`src/hw/rtl/htpi_sqrt.sv`:
```
// Pipelined integer square root, one result bit per stage.
module htpi_sqrt #(
    parameter int unsigned NB = 32
) (
    input  logic              i_clk,
    input  logic              i_en,
    input  logic [2*NB-1:0]   i_n,
    output logic [NB-1:0]     o_root
);
    localparam int unsigned RW = NB + 2;

    logic [2*NB-1:0] r_n    [NB];
    logic [RW-1:0]   r_rem  [NB];
    logic [NB-1:0]   r_root [NB];
    logic [NB-1:0]   r_out;

    always_ff @(posedge i_clk) begin
        if (i_en) begin
            r_n[0]    <= i_n;
            r_rem[0]  <= '0;
            r_root[0] <= '0;
        end
    end

    for (genvar k = 0; k < NB; k++) begin : g_stage
        logic [RW+1:0] w_rem2, w_trial;
        logic [RW-1:0] n_rem;
        logic [NB-1:0] n_root;
        always_comb begin
            w_rem2  = {r_rem[k], r_n[k][2*NB-1 -: 2]};
            w_trial = (RW+2)'({r_root[k], 2'b01});
            if (w_rem2 >= w_trial) begin
                n_rem  = RW'(w_rem2 - w_trial);
                n_root = {r_root[k][NB-2:0], 1'b1};
            end else begin
                n_rem  = RW'(w_rem2);
                n_root = {r_root[k][NB-2:0], 1'b0};
            end
        end
        if (k < NB - 1) begin : g_mid
            always_ff @(posedge i_clk) begin
                if (i_en) begin
                    r_n[k+1]    <= {r_n[k][2*NB-3:0], 2'b00};
                    r_rem[k+1]  <= n_rem;
                    r_root[k+1] <= n_root;
                end
            end
        end else begin : g_last
            always_ff @(posedge i_clk) begin
                if (i_en) begin
                    r_out <= n_root;
                end
            end
        end
    end

    assign o_root = r_out;

endmodule

```
`config.mk`:
```
export PLATFORM = sky130hd
export DESIGN_NAME = htpi_sqrt
export DESIGN_NICKNAME = d
export VERILOG_FILES = /design/src/hw/rtl/htpi_sqrt.sv
export SDC_FILE = /design/constraint.sdc
export NUM_CORES = 2
export LEC_CHECK = 0
export BUFFER_PORTS_ARGS = -buffer_cell sky130_fd_sc_hd__buf_2
export CORE_ASPECT_RATIO = 0.5
export CORE_MARGIN = 2
export CORE_UTILIZATION = 30
export DETAILED_ROUTE_END_ITERATION = 10
export GPL_ROUTABILITY_DRIVEN = 0
export MAX_ROUTING_LAYER = met4
export PLACE_DENSITY = 0.53
export SLEW_MARGIN = 20
export SYNTH_ARGS = -nofsm -noshare
export SYNTH_HDL_FRONTEND = slang
export SYNTH_MEMORY_MAX_BITS = 65536
export SYNTH_SLANG_ARGS = --single-unit
```
`constraint.sdc`:
```
create_clock -name i_clk -period 3.4 [get_ports i_clk]
set_input_delay 0.17 -clock i_clk [delete_from_list [all_inputs] [get_ports i_clk]]
set_output_delay 0.17 -clock i_clk [all_outputs]
set_load 0.01 [all_outputs]
```
==> qor.yml <==
status: "finished with violations"
violations: "setup timing"
die_width_um: 896
fmax_ghz: 0.286
initial_utilization_pct: 30.2
ios: 98
arrival_ns: 4.14
setup_viol: 36
ys.flop_type: "edfxtp_1"
ys_warn_count: 0
crit_type: "flop to flop"
fin_ws_ns: -0.0931
place_area_um2: 131000
core_area_um2: 395000
worst_setup_path_end_kind: "flop"
die_h_um: 450
wl_per_cell_um: 14.9
syn_inst: 9125
hold_path_class: "flop to flop"
fin_area_um2: 142000
clkLatencyLatePin_ns: 0.99
maxCapViolations: 0
max-slew-margin-rel_pct: 41.6
ant_nets: 0
synthArstFlopShare_pct: 0
power_frac_seq_pct: 47.7
timing.final.crit_share_pct: 103
yosysSeqAreaShare_pct: 65.2
grt_pass1_vias: 71103
power_uw: 88900
cts_made_buffers: 247
period_minus_slack_ns: 3.49
slew_violations: 0
worstPathMaxFanout: 6
clk_path_buf_depth: 4
finalHoldViolCount: 0
worst_pin_slew_ns: 0.875
postSynthAreaPerCell_um2: 13.1
sw_frac_of_total_pct: 27.7
cts_tree: "built"
power.internal_uw: 64200
synth_edf_count: 2587
ys_ff_latch: 2587
h-tree-depth: 4
pre_cts_ws_ns: -0.391
drive_gt1_share_pct: 13.7
cts.sinks: 2587
drc: 0
cp.required_ns: 4.04
grt_pass1_wl_mm: 366
wl_mm: 232
grt_use_total_pct: 11.3
antenna_found_initial: 1
dp_hpwl_mm: 162
syn_nets: 9753
io_buffers: 97
final_common_cell: "edfxtp_1"
grt_max_degree: 124
num_rows: 163
drt-pass1-iter-count: 8
ir_drop_v: 0.000496
clk_pin_slew_ns: 0.07
power.leakage_uw: 0.0534
p_per_area_nw_per_um2: 628
routed-via-count: 71314
timing.hold.ws_ns: 0.317
root_buffer: "clkbuf_16"
area_growth_pct: 18.7
start_kind: "flop"
vias_per_cell: 4.59
final_cell_mix: "edfxtp_1 (2587), inv_1 (698), nand2_1 (639)"
p_switching_uw: 24700
fin_nets: 10694
synth_area_um2: 119000
skew_ns: 0.153
grt_setup_unrepaired: "yes"
fp.dieArea_um2: 403000
first_iter_violations: 4026
overflow: 0
clockPowerShare_pct: 31.1
p_comb_share_pct: 21.2
synth_cell_types: 86
==> through the flow <==
stage | util, % | std cells | setup TNS [ns]
after global routing | 35.8 | 15544 | -6.28
after CTS | 35.5 | 15491 | -0.852
after detailed placement | 33.0 | 14906 | -7.22
after global placement | 33.0 | 14906 | -3.86
final | 35.8 | 15545 | -1.46
after floorplan | - | 9125 | 0
==> repair_timing <==
item,in CTS,in global routing
gates resized for setup,55,207
endpoints found under the hold margin,283,0
cloned,3,7
buffers inserted,8,44
pin swaps,8,81
hold buffers,129,0
setup endpoints to repair,126,238
==> worst max-delay path, stage by stage, from the launching register on <==
cell and delay (ns):
edfxtp_1 0.39, or4_4 0.56, or3_4 0.35, or4_4 0.42, or4_4 0.48, nor2_4 0.09
nor4b_4 0.39, buf_6 0.24, nor2b_4 0.09, buf_6 0.12, xor2_1 0.12
==> power groups by stage <==
stage               Sequential (uW)  Clock (uW)  Combinational (uW)
floorplan                     42100           0               12600
global placement              43000           0               17700
detailed placement            43000           0               18000
CTS                           42300       28900               18300
global route                  42800       30100               21000
finish                        42400       27700               18800
==> area by class of cell <==
cell class                 count  area [um2]
antenna                        3        7.51
timing repair buffer         861        7220
inverter                     706        2660
clock buffer                 290        6340
clock inverter               155        1600
multi-input combinational   5663       39400
tap                         5280        6610
sequential                  2587       77700
fill                       37765      253000
==> cells by family (layout without fill, tap and decap cells) <==
| kind of cell | Yosys count | count (layout) | synth area share [%] |
|---|---|---|---|
| buffers and inverters | 875 | 2012 | 2.77 |
| muxes | 84 | 84 | 0.781 |
| xor gates and xnor gates | 847 | 847 | 6.22 |
| other | 1 | 4 | 0.00315 |
| and+or+nand+nor | 2332 | 2332 | 9.66 |
| AOI/OAI and AO/OA | 1837 | 1837 | 9.51 |
| adders and majority gates | 562 | 562 | 5.90 |
| DFF | 2587 | 2587 | 65.2 |
==> layer usage <==
layer | GRT usage (%) | part of all wire (%) | wire length, um
met1 | 12.8 | 42 | 96700
met2 | 19.7 | 49 | 115000
met3 | 1.93 | 3.7 | 8600
met4 | 5.27 | 5.2 | 12000
met5 | - | 0 | 0
==> synthesized netlist by cell type, types with 91 or more instances <==
cell type / instances / area share, %
edfxtp_1: 2587 / 65
inv_1: 704 / 2.2
nand2_1: 643 / 2.0
a21oi_1: 575 / 2.4
ha_1: 562 / 5.9
nor2_1: 519 / 1.6
o21ai_0: 489 / 2.1
xnor2_1: 426 / 3.1
xor2_1: 421 / 3.1
nor3_1: 236 / 0.99
a21o_1: 215 / 1.4
clkbuf_1: 145 / 0.46
nand3_1: 142 / 0.60
nand2b_1: 135 / 0.71
nor4_1: 129 / 0.68
nand4_1: 97 / 0.51
o21a_1: 91 / 0.57
==> registers in the layout, indices dropped and copies added, names as in the netlist <==
| register | flops |
|---|---|
| o_root | 32 |
| r_n | 1056 |
| r_rem | 1003 |
| r_root | 496 |
==> worst paths after layout <==
check             cells past startpoint             to  slack (ns)          start
setup / recovery                     10  r_rem[0][458]       -0.09  r_rem[0][424]
hold / removal                        0    r_n[0][662]        0.32    r_n[0][596]
setup reg to reg                     10  r_rem[0][458]       -0.09  r_rem[0][424]
hold reg to reg                       0    r_n[0][662]        0.32    r_n[0][596]
Note: power is estimated with default switching activity, not from simulation.
